`config.mk`:
```
export PLATFORM = sky130hd
export DESIGN_NAME = line_pixel_stepper_unit
export DESIGN_NICKNAME = d
export VERILOG_FILES = /design/src/rtl/lps_pkg.sv /design/src/rtl/lps_front.sv /design/src/rtl/lps_queue.sv /design/src/rtl/lps_back.sv /design/src/rtl/line_pixel_stepper_unit.sv
export SDC_FILE = /design/constraint.sdc
export NUM_CORES = 1
export LEC_CHECK = 0
export ABC_AREA = 0
export BUFFER_PORTS_ARGS = -buffer_cell sky130_fd_sc_hd__buf_2
export CAP_MARGIN = 15
export CORE_UTILIZATION = 45
export DETAILED_ROUTE_END_ITERATION = 10
export SYNTH_ARGS = -nofsm -noshare
export SYNTH_HDL_FRONTEND = slang
export SYNTH_HIERARCHICAL = 1
export SYNTH_SLANG_ARGS = --single-unit
```
`constraint.sdc`:
```
create_clock -name clk -period 6.25 [get_ports clk]
set_input_delay 1.875 -clock clk [delete_from_list [all_inputs] [get_ports clk]]
set_output_delay 1.875 -clock clk [all_outputs]
set_load 0.05 [all_outputs]
```
`src/rtl/lps_pkg.sv`:
```
`timescale 1ns / 1ps

package lps_pkg;

  typedef enum logic [0:0] {
    OP_START = 1'b0,
    OP_STEP  = 1'b1
  } op_t;

  localparam int QUEUE_DEPTH = 2;

endpackage

```
`src/rtl/lps_front.sv`:
```
`timescale 1ns / 1ps

module lps_front import lps_pkg::*; #(
  parameter int CB = 12,
  parameter int ENTRY_W = 6 * CB + 4,
  parameter int IN_TDATA_W = ((4 * CB + 7) / 8) * 8
) (
  input  logic                  in_tvalid,
  output logic                  in_tready,
  input  logic [IN_TDATA_W-1:0] in_tdata,
  input  logic                  in_tuser,
  input  logic                  q_full,
  output logic                  q_push,
  output logic [ENTRY_W-1:0]    q_wdata
);

  logic signed [CB-1:0] xs, ys, xe, ye;
  logic signed [CB:0]   dx, dy;
  logic [CB-1:0]        spx, spy;
  logic                 xd, yd, act;
  op_t                  op;

  assign xs = in_tdata[CB-1:0];
  assign ys = in_tdata[2*CB-1:CB];
  assign xe = in_tdata[3*CB-1:2*CB];
  assign ye = in_tdata[4*CB-1:3*CB];
  assign op = op_t'(in_tuser);

  // Deltas widened by one bit so the subtraction cannot wrap.
  assign dx = {xe[CB-1], xe} - {xs[CB-1], xs};
  assign dy = {ye[CB-1], ye} - {ys[CB-1], ys};

  always_comb begin
    logic signed [CB:0] ax, ay;
    ax  = dx[CB] ? -dx : dx;
    ay  = dy[CB] ? -dy : dy;
    spx = ax[CB-1:0];
    spy = ay[CB-1:0];
    xd  = dx[CB] || (dx == '0);
    yd  = dy[CB] || (dy == '0);
    act = (dx != '0) || (dy != '0);
  end

  assign in_tready = !q_full;
  assign q_push    = in_tvalid && !q_full;
  // Entry, lowest bits first: op, xs, ys, xe, ye, span_x, span_y, x_down, y_down, active.
  assign q_wdata   = {act, yd, xd, spy, spx, ye, xe, ys, xs, op};

endmodule

```
`src/rtl/lps_queue.sv`:
```
`timescale 1ns / 1ps

module lps_queue #(
  parameter int WIDTH = 8,
  parameter int DEPTH = 2
) (
  input  logic             clk,
  input  logic             rst_n,
  input  logic             push,
  input  logic [WIDTH-1:0] wdata,
  output logic             full,
  input  logic             pop,
  output logic             valid,
  output logic [WIDTH-1:0] rdata
);

  localparam int PTR_W = (DEPTH > 1) ? $clog2(DEPTH) : 1;
  localparam int CNT_W = $clog2(DEPTH + 1);
  localparam logic [PTR_W-1:0] LAST_PTR = PTR_W'(DEPTH - 1);

  logic [WIDTH-1:0] mem_r [DEPTH];
  logic [PTR_W-1:0] wr_ptr_r, wr_ptr_nxt, rd_ptr_r, rd_ptr_nxt;
  logic [CNT_W-1:0] cnt_r, cnt_nxt;

  assign full  = (cnt_r == CNT_W'(DEPTH));
  assign valid = (cnt_r != '0);
  assign rdata = mem_r[rd_ptr_r];

  always_comb begin
    wr_ptr_nxt = wr_ptr_r;
    rd_ptr_nxt = rd_ptr_r;
    cnt_nxt    = cnt_r;
    if (push) begin
      wr_ptr_nxt = (wr_ptr_r == LAST_PTR) ? '0 : wr_ptr_r + 1'b1;
    end
    if (pop) begin
      rd_ptr_nxt = (rd_ptr_r == LAST_PTR) ? '0 : rd_ptr_r + 1'b1;
    end
    if (push && !pop) begin
      cnt_nxt = cnt_r + 1'b1;
    end else if (pop && !push) begin
      cnt_nxt = cnt_r - 1'b1;
    end
  end

  always_ff @(posedge clk) begin
    if (!rst_n) begin
      wr_ptr_r <= '0;
      rd_ptr_r <= '0;
      cnt_r    <= '0;
    end else begin
      wr_ptr_r <= wr_ptr_nxt;
      rd_ptr_r <= rd_ptr_nxt;
      cnt_r    <= cnt_nxt;
    end
  end

  always_ff @(posedge clk) begin
    if (push) begin
      mem_r[wr_ptr_r] <= wdata;
    end
  end

endmodule

```
`src/rtl/lps_back.sv`:
```
`timescale 1ns / 1ps

module lps_back import lps_pkg::*; #(
  parameter int CB = 12,
  parameter int ENTRY_W = 6 * CB + 4,
  parameter int OUT_TDATA_W = ((2 * CB + 7) / 8) * 8
) (
  input  logic                   clk,
  input  logic                   rst_n,
  input  logic                   q_valid,
  input  logic [ENTRY_W-1:0]     q_rdata,
  output logic                   q_pop,
  output logic                   out_tvalid,
  input  logic                   out_tready,
  output logic [OUT_TDATA_W-1:0] out_tdata,
  output logic                   out_tuser,
  output logic                   out_tlast
);

  localparam int ERR_W = CB + 2;
  localparam int E2_W  = CB + 3;

  op_t           e_op;
  logic [CB-1:0] e_xs, e_ys, e_xe, e_ye, e_spx, e_spy;
  logic          e_xd, e_yd, e_act;

  assign {e_act, e_yd, e_xd, e_spy, e_spx, e_ye, e_xe, e_ys, e_xs} = q_rdata[ENTRY_W-1:1];
  assign e_op = op_t'(q_rdata[0]);

  logic [CB-1:0]    cur_x_r, cur_x_nxt, cur_y_r, cur_y_nxt;
  logic [CB-1:0]    end_x_r, end_x_nxt, end_y_r, end_y_nxt;
  logic [CB-1:0]    spx_r, spx_nxt, spy_r, spy_nxt;
  logic             xd_r, xd_nxt, yd_r, yd_nxt, act_r, act_nxt;
  logic [ERR_W-1:0] err_r, err_nxt;

  logic             ov_r, ov_nxt, opv_r, opv_nxt, olast_r, olast_nxt;
  logic [CB-1:0]    ox_r, ox_nxt, oy_r, oy_nxt;

  logic             fire;
  logic signed [E2_W-1:0] e2, spx_e, spy_e, err_e, err_sum;
  logic             cx, cy;
  logic [CB-1:0]    sx, sy;

  assign fire  = q_valid && (!ov_r || out_tready);
  assign q_pop = fire;

  assign e2    = {err_r, 1'b0};
  assign spx_e = {3'b000, spx_r};
  assign spy_e = {3'b000, spy_r};
  assign err_e = {err_r[ERR_W-1], err_r};
  assign cx    = e2 > -spy_e;
  assign cy    = e2 < spx_e;
  assign err_sum = err_e - (cx ? spy_e : '0) + (cy ? spx_e : '0);
  assign sx = !cx ? cur_x_r : (xd_r ? cur_x_r - 1'b1 : cur_x_r + 1'b1);
  assign sy = !cy ? cur_y_r : (yd_r ? cur_y_r - 1'b1 : cur_y_r + 1'b1);

  always_comb begin
    cur_x_nxt = cur_x_r;
    cur_y_nxt = cur_y_r;
    end_x_nxt = end_x_r;
    end_y_nxt = end_y_r;
    spx_nxt   = spx_r;
    spy_nxt   = spy_r;
    xd_nxt    = xd_r;
    yd_nxt    = yd_r;
    act_nxt   = act_r;
    err_nxt   = err_r;
    ov_nxt    = ov_r && !out_tready;
    opv_nxt   = opv_r;
    olast_nxt = olast_r;
    ox_nxt    = ox_r;
    oy_nxt    = oy_r;
    if (fire) begin
      ov_nxt = 1'b1;
      unique case (e_op)
        OP_START: begin
          cur_x_nxt = e_xs;
          cur_y_nxt = e_ys;
          end_x_nxt = e_xe;
          end_y_nxt = e_ye;
          spx_nxt   = e_spx;
          spy_nxt   = e_spy;
          xd_nxt    = e_xd;
          yd_nxt    = e_yd;
          act_nxt   = e_act;
          err_nxt   = {2'b00, e_spx} - {2'b00, e_spy};
          ox_nxt    = e_xe;
          oy_nxt    = e_ye;
          opv_nxt   = 1'b1;
          olast_nxt = !e_act;
        end
        OP_STEP: begin
          if (act_r) begin
            ox_nxt    = cur_x_r;
            oy_nxt    = cur_y_r;
            opv_nxt   = 1'b1;
            olast_nxt = (sx == end_x_r) && (sy == end_y_r);
            cur_x_nxt = sx;
            cur_y_nxt = sy;
            err_nxt   = err_sum[ERR_W-1:0];
            act_nxt   = !olast_nxt;
          end else begin
            ox_nxt    = '0;
            oy_nxt    = '0;
            opv_nxt   = 1'b0;
            olast_nxt = 1'b0;
          end
        end
        default: ;
      endcase
    end
  end

  always_ff @(posedge clk) begin
    if (!rst_n) begin
      cur_x_r <= '0;
      cur_y_r <= '0;
      end_x_r <= '0;
      end_y_r <= '0;
      spx_r   <= '0;
      spy_r   <= '0;
      xd_r    <= 1'b0;
      yd_r    <= 1'b0;
      act_r   <= 1'b0;
      err_r   <= '0;
      ov_r    <= 1'b0;
    end else begin
      cur_x_r <= cur_x_nxt;
      cur_y_r <= cur_y_nxt;
      end_x_r <= end_x_nxt;
      end_y_r <= end_y_nxt;
      spx_r   <= spx_nxt;
      spy_r   <= spy_nxt;
      xd_r    <= xd_nxt;
      yd_r    <= yd_nxt;
      act_r   <= act_nxt;
      err_r   <= err_nxt;
      ov_r    <= ov_nxt;
    end
  end

  always_ff @(posedge clk) begin
    opv_r   <= opv_nxt;
    olast_r <= olast_nxt;
    ox_r    <= ox_nxt;
    oy_r    <= oy_nxt;
  end

  assign out_tvalid = ov_r;
  assign out_tdata  = OUT_TDATA_W'({oy_r, ox_r});
  assign out_tuser  = opv_r;
  assign out_tlast  = olast_r;

endmodule

```
`src/rtl/line_pixel_stepper_unit.sv`:
```
`timescale 1ns / 1ps
// Channel  Dir  Carries
// in_*     in   commands: tuser = opcode, tdata = x_start, y_start, x_end, y_end
// out_*    out  pixels: tdata = pixel_x, pixel_y, tuser = pixel_valid, tlast = last
//
// One transaction per clock in each direction, sustained while out_tready stays high.
// An accepted command is written into the two-entry command queue; the step unit
// pops it from there into the output register once that register is free or read.
// Reset (synchronous) empties the queue, clears the line state and the output valid.
// With out_tready low the output register holds one result and the queue two more
// commands, then in_tready drops.

module line_pixel_stepper_unit import lps_pkg::*; #(
  parameter int COORD_BITS = 12
) (
  input  logic                                      clk,
  input  logic                                      rst_n,
  input  logic                                      in_tvalid,
  output logic                                      in_tready,
  // x_start, y_start, x_end, y_end
  input  logic [((4 * COORD_BITS + 7) / 8) * 8-1:0] in_tdata,
  // opcode
  input  logic                                      in_tuser,
  output logic                                      out_tvalid,
  input  logic                                      out_tready,
  // pixel_x, pixel_y
  output logic [((2 * COORD_BITS + 7) / 8) * 8-1:0] out_tdata,
  // pixel_valid
  output logic                                      out_tuser,
  output logic                                      out_tlast
);

  localparam int ENTRY_W     = 6 * COORD_BITS + 4;
  localparam int IN_TDATA_W  = ((4 * COORD_BITS + 7) / 8) * 8;
  localparam int OUT_TDATA_W = ((2 * COORD_BITS + 7) / 8) * 8;

  logic               q_full, q_push, q_pop, q_valid;
  logic [ENTRY_W-1:0] q_wdata, q_rdata;

  lps_front #(
    .CB         (COORD_BITS),
    .ENTRY_W    (ENTRY_W),
    .IN_TDATA_W (IN_TDATA_W)
  ) u_front (
    .in_tvalid (in_tvalid),
    .in_tready (in_tready),
    .in_tdata  (in_tdata),
    .in_tuser  (in_tuser),
    .q_full    (q_full),
    .q_push    (q_push),
    .q_wdata   (q_wdata)
  );

  lps_queue #(
    .WIDTH (ENTRY_W),
    .DEPTH (QUEUE_DEPTH)
  ) u_queue (
    .clk   (clk),
    .rst_n (rst_n),
    .push  (q_push),
    .wdata (q_wdata),
    .full  (q_full),
    .pop   (q_pop),
    .valid (q_valid),
    .rdata (q_rdata)
  );

  lps_back #(
    .CB          (COORD_BITS),
    .ENTRY_W     (ENTRY_W),
    .OUT_TDATA_W (OUT_TDATA_W)
  ) u_back (
    .clk        (clk),
    .rst_n      (rst_n),
    .q_valid    (q_valid),
    .q_rdata    (q_rdata),
    .q_pop      (q_pop),
    .out_tvalid (out_tvalid),
    .out_tready (out_tready),
    .out_tdata  (out_tdata),
    .out_tuser  (out_tuser),
    .out_tlast  (out_tlast)
  );

  a_pop_nonempty: assert property (@(posedge clk) disable iff (!rst_n)
    q_pop |-> q_valid)
    else $error("queue popped while empty");

  a_last_is_pixel: assert property (@(posedge clk) disable iff (!rst_n)
    out_tvalid && out_tlast |-> out_tuser)
    else $error("last flag on a non-pixel result");

  a_idle_zero: assert property (@(posedge clk) disable iff (!rst_n)
    out_tvalid && !out_tuser |-> out_tdata == '0)
    else $error("idle step result carries coordinates");

  a_push_when_room: assert property (@(posedge clk) disable iff (!rst_n)
    q_push |-> !q_full)
    else $error("queue written while full");

endmodule

```
Word level (Yosys, flattened, before mapping)
Memories as Yosys holds them, arrays and structs flattened. A register that Yosys moved wholly into a read port is not among the register bits.
Cells that the tools add are included.
{"block": "word_totals", "memories": 1, "register_bits": 120, "ram_bits": 152}
{"block": "op_classes", "mux": 33, "bitwise_logic": 1, "magnitude_cmp": 2, "n_reduce_logical": 25, "add_sub_neg": 16, "eq_ne": 4}
{"name": "u_queue.mem_r", "depth": 2, "width": 76, "rd": 1, "rd_ports_with_merged_regs": 1, "wr": 1, "line_no": "lps_queue.sv:21", "rtl": "logic [WIDTH-1:0] mem_r [DEPTH];"}
{"cell": "$mux 12", "n": 12}
{"cell": "$pmux 12 s2", "n": 4}
{"cell": "$sub 12x12->13", "n": 3}
{"cell": "$pmux 14 s2", "n": 1}
{"cell": "$logic_not 13->1", "n": 2}
{"cell": "$reduce_bool 13->1", "n": 2}
{"cell": "$add 12x1->12 const B", "n": 2}
{"cell": "$eq 12x12->1", "n": 2}
{"cell": "$neg 12->12", "n": 2}
{"cell": "$sub 12x1->12 const B", "n": 2}
{"cell": "$gt 15x15->1", "n": 1}
{"cell": "$lt 15x13->1", "n": 1}
{"cell": "$neg 12->15", "n": 1}
{"cell": "$add 14x14->14", "n": 1}
{"cell": "$mux 14", "n": 1}
{"cell": "$sub 14x12->14", "n": 1}
{"cell": "$mux 1", "n": 10}
{"cell": "$logic_not 1->1", "n": 7}
{"cell": "$logic_and 1x1->1", "n": 6}
{"cell": "$pmux 1 s2", "n": 3}
{"cell": "$logic_or 1x1->1", "n": 4}
{"cell": "$mux 2", "n": 2}
{"cell": "$reduce_and 2->1", "n": 2}
{"cell": "$reduce_bool 2->1", "n": 2}
{"cell": "other kinds (6)", "n": 7}

Logic depth before layout (Yosys ltp)
Gate-level depths: netlist (run 1).
{"block": "depth", "depth_word": 8, "depth_mapped": 30, "depth_no_buf": 28}

Hierarchy
The synthesis (run 1) kept the hierarchy.
{"mod": "lps_back", "area_per_inst_um2": 8800.9, "seq_area_each_um2": 2582.5, "n_inst": 1, "cells_each": 1121}
{"mod": "lps_queue", "area_per_inst_um2": 5856.9, "seq_area_each_um2": 4664.5, "n_inst": 1, "cells_each": 258}
{"mod": "lps_front", "area_per_inst_um2": 2225.9, "seq_area_each_um2": 0.0, "n_inst": 1, "cells_each": 313}

Worst setup path after synthesis (run 1)
Ideal clock, no wire load.
{"block": "synth_path", "path_type": "input -> register", "start": "input in_tvalid", "end": "memory u_queue/mem_r[0][0] in the netlist's numbering, enable pin", "setup_time_ns": 0.521, "stages": 2, "arrival_time_ns": 5.511, "path_slack_ns": 0.218, "path_cell_list": "nor2b_1 > nor2b_1"}
{"block": "synth_between", "elab_chain_cells": 3}
{"item": "start, declared", "line_no": "line_pixel_stepper_unit.sv:18", "rtl": "input logic in_tvalid,"}
{"item": "$logic_and 1x1->1", "line_no": "lps_front.sv:45", "rtl": "assign q_push = in_tvalid && !q_full;"}
{"item": "$mux 1", "line_no": "lps_queue.sv:59", "rtl": "if (push) begin"}
{"item": "$mux 1 (implied by the code)", "line_no": "lps_queue.sv:60", "rtl": "mem_r[wr_ptr_r] <= wdata;"}
{"item": "end, declared", "line_no": "lps_queue.sv:21"}
Every way passes these cells.

Final worst setup path (run 1)
{"block": "layout_path", "start": "register u_back.spy_r[2]", "end": "register u_back.err_r[12]"}
{"block": "layout_between", "elab_chain_cells": 7}
{"item": "start, declared", "line_no": "lps_back.sv:32", "rtl": "logic [CB-1:0] spx_r, spx_nxt, spy_r, spy_nxt;"}
{"item": "start signal, assigned", "line_no": "lps_back.sv:133", "rtl": "spy_r <= spy_nxt;"}
{"item": "$neg 12->15", "line_no": "lps_back.sv:51", "rtl": "assign cx = e2 > -spy_e;"}
{"item": "$gt 15x15->1", "line_no": "lps_back.sv:51"}
{"item": "$mux 12 (*)", "line_no": "lps_back.sv:53", "rtl": "assign err_sum = err_e - (cx ? spy_e : '0) + (cy ? spx_e : '0);"}
{"item": "$sub 14x12->14 (*)", "line_no": "lps_back.sv:53"}
{"item": "$add 14x14->14 (*)", "line_no": "lps_back.sv:53"}
{"item": "$mux 14 (*)", "line_no": "lps_back.sv:93", "rtl": "if (act_r) begin"}
{"item": "$pmux 14 s2 (*)", "line_no": "lps_back.sv:75", "rtl": "unique case (e_op)"}
{"item": "end signal, assigned", "line_no": "lps_back.sv:137", "rtl": "err_r <= err_nxt;"}
{"item": "end, declared", "line_no": "lps_back.sv:34", "rtl": "logic [ERR_W-1:0] err_r, err_nxt;"}
Mark *: on every way between the ends. The rest lies on a longest branch, timed or not. The select of a mux whose other input is x is not followed.
A chain may end at the register's enable or synchronous reset.

==> results of run 1 <==
## per-stage QoR
step | utilization, % | area (um^2) | hold slack (ns) | cells | power, uW
floorplan | - | 16880 | 0.4516 | 1692 | 6852
global placement | 47.04 | 17300 | 0.4693 | 2137 | 8218
detailed placement | 47.04 | 17300 | 0.4767 | 2137 | 8288
CTS | 50.04 | 18410 | 0.4841 | 2197 | 10270
global route | 50.07 | 18420 | 0.5110 | 2198 | 10990
finish | 50.08 | 18420 | 0.4843 | 2199 | 10270
## worst max path at each step
stage	startpoint	end	slack [ns]	cells after the start
global route	u_back/spy_r[2]	u_back/err_r[12]	0.04	26
detailed placement	u_back/spy_r[2]	u_back/err_r[12]	0.56	26
floorplan	in_tvalid	u_queue/mem_r[0][0]	0.22	2
global placement	u_back/spy_r[2]	u_back/err_r[12]	0.71	26
finish	u_back/spy_r[2]	u_back/err_r[12]	0.60	26
CTS	u_back/spy_r[2]	u_back/err_r[12]	0.52	26
## tightest hold or removal path: cells and delay by family (launching register included)
kind	cells	cell delay [ns]
AND/OR/NAND/NOR	1	0.05
flip-flops	1	0.31
AO/OA/AOI/OAI	1	0.06
## power breakdown
group          leakage [uW]  switching, uW  internal [uW]
Sequential          0.00244            361           2450
Clock              0.000535            756           1180
Combinational       0.00442           3460           2060
## kinds of logic after synthesis
group | count (synthesis) | share of synthesized area [%]
compound gates | 373 | 14.73
xor+xnor | 101 | 5.417
fa+ha+maj | 117 | 9.426
buf+inv | 278 | 7.774
flops | 273 | 42.92
mux | 92 | 6.944
simple gates | 458 | 12.78
## per-layer routing
metal / part of all wire (%) / routed length, um
met2: 43 / 18330
met5: 0 / 0
met4: 2.8 / 1190
met1: 49 / 21270
met3: 5.4 / 2323
## cells in the final DEF, fill, tap and decap left out, drive strengths merged, types with 12 or more instances in the layout
cell type,netlist,final
a21boi,58,58
a21o,12,12
a21oi,79,79
a31oi,15,15
and2,13,13
buf,65,93
clkbuf,50,49
dfxtp,95,95
edfxtp,178,178
fa,17,17
ha,100,100
inv,162,163
mux2,81,81
nand2,182,182
nand2b,15,15
nand3,57,57
nor2,82,82
nor2b,24,24
nor3,24,24
o21ai,97,97
o22ai,18,18
xnor2,58,58
xor2,41,41
## cell type report
cell class              instances  area, um^2
fillers                      3392       18360
multi-input cells            1141        8354
diodes                          2       5.005
well taps                     468       585.6
inverters                     162       608.1
flip-flops and latches        273        7251
clock buffers                  49       947.2
repair buffers                 93       514.2
clock inverters                11       156.4
==> results.toml, run 1 <==
[logic_synthesis]
synth_top_area_share_pct = 31.66
syn_inst = 1692
synth_area_per_cell_um2 = 9.979
async_reset_ff_share_pct = 0
yosysTopAreaCell = "edfxtp_1"
synth_edf_count = 178
ys_ff_latch = 273
synth_ff_type = "edfxtp_1"
ys_types = 89
synth_area_mm2 = 0.01688
synth_fp_nets = 1862
synth_area_leaders = "edfxtp_1 (32%), dfxtp_1 (11%), ha_1 (7.4%)"
yosysMostFrequentCell = "nand2_1"
yosysWarningCount = 6
synth-seq-area-share_pct = 42.92
synth_commonest_cells = "nand2_1 (182), edfxtp_1 (178), inv_1 (162)"

[layout]
drive_gt1_share_pct = 14.40
largest_reg_flops = 152
fin_nets = 1875
area_delta_synth_final_pct = 9.108
largest_register = "u_queue/mem_r"
largestRegisters = "u_queue/mem_r x152, u_back/err_r x14"

[detailed_routing]
route.detailed.wl_per_inst_um = 19.61
drt_iter0_drc = 885
drc = 0
vias = 12200
avgViaCountPerCell = 5.547
wl_um = 43120
firstDrtPassIters = 5
final_antenna_net_count = 0

[timing]
period_needed_ns = 5.653
fin_setup_tns_ns = 0
fmax_mhz = 176.9
rsz0062_at_grt = "no"
hold_viol = 0
setup_viol = 0
drv_slew = 0
fin_ws_ns = 0.5968
max_slew_margin_pct = 41.43
worst_pin_slew_ns = 0.8776
final.period_utilization_pct = 90.45
clock_skew_ns = 0.02092

[global_route]
grt_max_degree = 78
use_met2_pct = 34.21
grt_usage_pct = 22.71
grt_pass1_wl_um = 66740
antenna_found_initial = 2
grt_util_met1_pct = 33.55
grt_pass1_vias = 11720
grt_use_met3_pct = 3.249
grt_overflow = 0
grt.busiest_layer = "met2"

[place]
io_buffer_count = 80
detailedPlace.worstSlack_ns = 0.5604
place_congestion = 0.9003
dp_hpwl_um = 31600

[clock_network]
clock_latency_ns = 0.53
cts_num_sinks = 273
cts_setup_buffers = 0
cts_tree = "done"
ctsHoldBuffers = 0
h-tree-depth = 2
cts-buffers-inserted = 34
clockBufferDepth = 3
clk_pin_slew_ns = 0.05
cts_root_buf = "clkbuf_16"
ctsResizeCount = 0

[hold_path]
min_to = "u_back/end_x_r[0]"
min-delay-start = "u_back/end_x_r[0]"
hold_path_class = "reg -> reg"
hold_depth = 2

[worst_setup_path]
crit_slowest_cell = "fa_1"
r2r_slack_ns = 0.60
critical_path_arrival_ns = 6.10
worstSetupPathType = "reg -> reg"
worstReg2RegEnd = "u_back/err_r[12]"
critPathBufInv = 1
cpPeakStageDelay_ns = 0.51
cp_top_family = "compound AO/OA/AOI/OAI gates"
r2r_start = "u_back/spy_r[2]"
critPathLaunchType = "register"
crit_required_ns = 6.70
cp-end-kind = "register"
worstPathMaxFanout = 6
r2r_cells = 26

[floorplan]
dieArea_mm2 = 0.03830
start_util_pct = 45.90
die_h_um = 195.7
die_w_um = 195.7
core_area_mm2 = 0.03679
io_pins = 81
rows = 70

[run]
max_cap_violations = 0

[status]
status = "complete, no violations"

[power_and_ir_drop]
power_density_mw_per_mm2 = 557.3
ir_drop_mv = 0.3052
leakagePower_uw = 0.007398
No activity file was read; power rests on OpenSTA's default activity.
==> run 2, diff against run 1 <==
Clock period 6.25 ns to 6.1 ns, I/O delays scaled along.
==> results.toml, run 2 (synthesized netlist as in run 1, its figures left out) <==
[timing]
drv_slew = 0
fin_setup_tns_ns = 0
fmax_mhz = 182.3
holdWs_ns = 0.4756
fin_ws_ns = 0.6147
clock_skew_ns = 0.01605
rsz0062_at_grt = "no"
hold_viol = 0
max_slew_margin_pct = 20.24
period_needed_ns = 5.485
final.period_utilization_pct = 89.92
setup_viol = 0
worst_pin_slew_ns = 1.196

[detailed_routing]
drc = 0
route.detailed.wl_per_inst_um = 19.83
firstDrtPassIters = 5
vias = 12260
wl_um = 43610
drt_iter0_drc = 974
avgViaCountPerCell = 5.577
final_antenna_net_count = 0

[global_route]
grt_usage_pct = 22.83
grt_max_degree = 78
grt_pass1_vias = 11860
antenna_found_initial = 0
grt_pass1_wl_um = 66700
grt_overflow = 0

[floorplan]
rows = 70
core_area_mm2 = 0.03679
io_pins = 81
dieArea_mm2 = 0.03830
die_w_um = 195.7
start_util_pct = 45.90
die_h_um = 195.7

[run]
max_cap_violations = 0

[clock_network]
cts_num_sinks = 273
clockBufferDepth = 3
cts_root_buf = "clkbuf_16"
h-tree-depth = 2
ctsHoldBuffers = 0
cts-buffers-inserted = 34
clk_pin_slew_ns = 0.06
cts_tree = "done"
clock_latency_ns = 0.54

[worst_setup_path]
cp-end-kind = "register"
worstReg2RegEnd = "u_back/err_r[12]"
critPathLaunchType = "register"
worstSetupPathType = "reg -> reg"
worstPathMaxFanout = 30
cpPeakStageDelay_ns = 0.51
cpMostUsedCell = "o21ai_1"
r2r_cells = 25
crit_required_ns = 6.57
r2r_start = "u_back/spy_r[2]"
r2r_slack_ns = 0.61
crit_slowest_cell = "fa_1"
critical_path_arrival_ns = 5.95

[layout]
ff_latch_area_mm2 = 0.007251
drive_gt1_share_pct = 14.62
fillCellCount = 3401
final_cells = 2199
final_common_cell = "nand2_1"
largest_reg_flops = 152
fin_nets = 1878
largest_register = "u_queue/mem_r"
multiInputGateArea_mm2 = 0.008363
area_delta_synth_final_pct = 8.804
final_cell_mix = "nand2_1 (181), edfxtp_1 (178), inv_1 (162)"
largestRegisters = "u_queue/mem_r x152, u_back/err_r x14"

[hold_path]
hold_path_class = "reg -> reg"
min-delay-start = "u_back/end_x_r[0]"
min_to = "u_back/end_x_r[0]"
hold_depth = 2

[place]
dp_hpwl_um = 31530
place_congestion = 0.8926
io_buffer_count = 80
dp.cells = 2139
detailedPlace.worstSlack_ns = 0.4511

[power_and_ir_drop]
leakagePower_uw = 0.007382
power_uw = 10480
power.internal_uw = 5749
p_sw_uw = 4730
clockPowerShare_pct = 18.1
power_frac_seq_pct = 27.7
switching_share_pct = 45.13
power_density_mw_per_mm2 = 570.4
combPwrFrac_pct = 54.2
ir_drop_mv = 0.3017

[status]
status = "complete, no violations"
==> run 2: changes by cell type in the layout (fill, tap and decap cells not counted), moves of 2 or more <==
cell | before | now
buf_4 | 11 | 16
clkinv_2 | 3 | 7
clkbuf_8 | 4 | 1
bufinv_16 | 3 | 1
clkbuf_1 | 11 | 9
==> run 2: metrics by stage <==
stage	cell area, um^2	util, %
6_report	18370	49.94
2_1_floorplan	16880	-
4_1_cts	18350	49.87
3_3_place_gp	17310	47.04
5_1_grt	18370	49.93
3_5_place_dp	17310	47.04
==> run 2: power groups by stage <==
stage	Sequential, uW	Clock (uW)	Combinational (uW)
after floorplan	3100	0	3920
after global placement	2930	0	5510
after CTS	2900	1950	5610
after detailed placement	2940	0	5570
final	2900	1900	5680
after global routing	2960	2020	6190
==> run 2: final cells by class <==
class	count	area share, %
timing repair buffer	96	2.833
antenna	1	0.01362
inverter	162	3.310
clock buffer	45	5.027
sequential	273	39.47
clock inverter	13	0.6334
tap	468	3.188
multi-input combinational	1141	45.53
==> run 2: what timing repair did <==
item / 4_1_cts / 5_1_grt
setup buffers: 0 / 1
gates resized for setup: 0 / 3
setup endpoints to repair: 0 / 4
==> run 2: worst max-delay path by stage <==
stage	start	slack, ns	endpoint	depth (start not counted)
after floorplan	in_tvalid	0.11	u_queue/mem_r[0][0]	2
after global placement	u_back/spy_r[2]	0.53	u_back/err_r[12]	26
after detailed placement	u_back/spy_r[2]	0.45	u_back/err_r[12]	26
after CTS	u_back/spy_r[2]	0.40	u_back/err_r[12]	26
after global routing	u_back/spy_r[2]	0.01	u_back/err_r[12]	25
final	u_back/spy_r[2]	0.61	u_back/err_r[12]	25
==> run 2: routing by layer <==
metal	up-vias	wire length (um)	track usage, %
li1	5971	-	-
met1	5856	20840	33.02
met2	366	18580	34.07
met3	70	2771	3.662
met4	0	1409	9.144
met5	-	0	0
==> run 2: critical path, delay by kind of cell (launching register included) <==
kind            cells  cell delay [ns]
xor+xnor            1             0.20
mux                 1             0.38
compound gates     11             1.70
simple gates        7             1.25
flops               1             0.37
fa+ha+maj           3             1.08
buf+inv             2             0.42
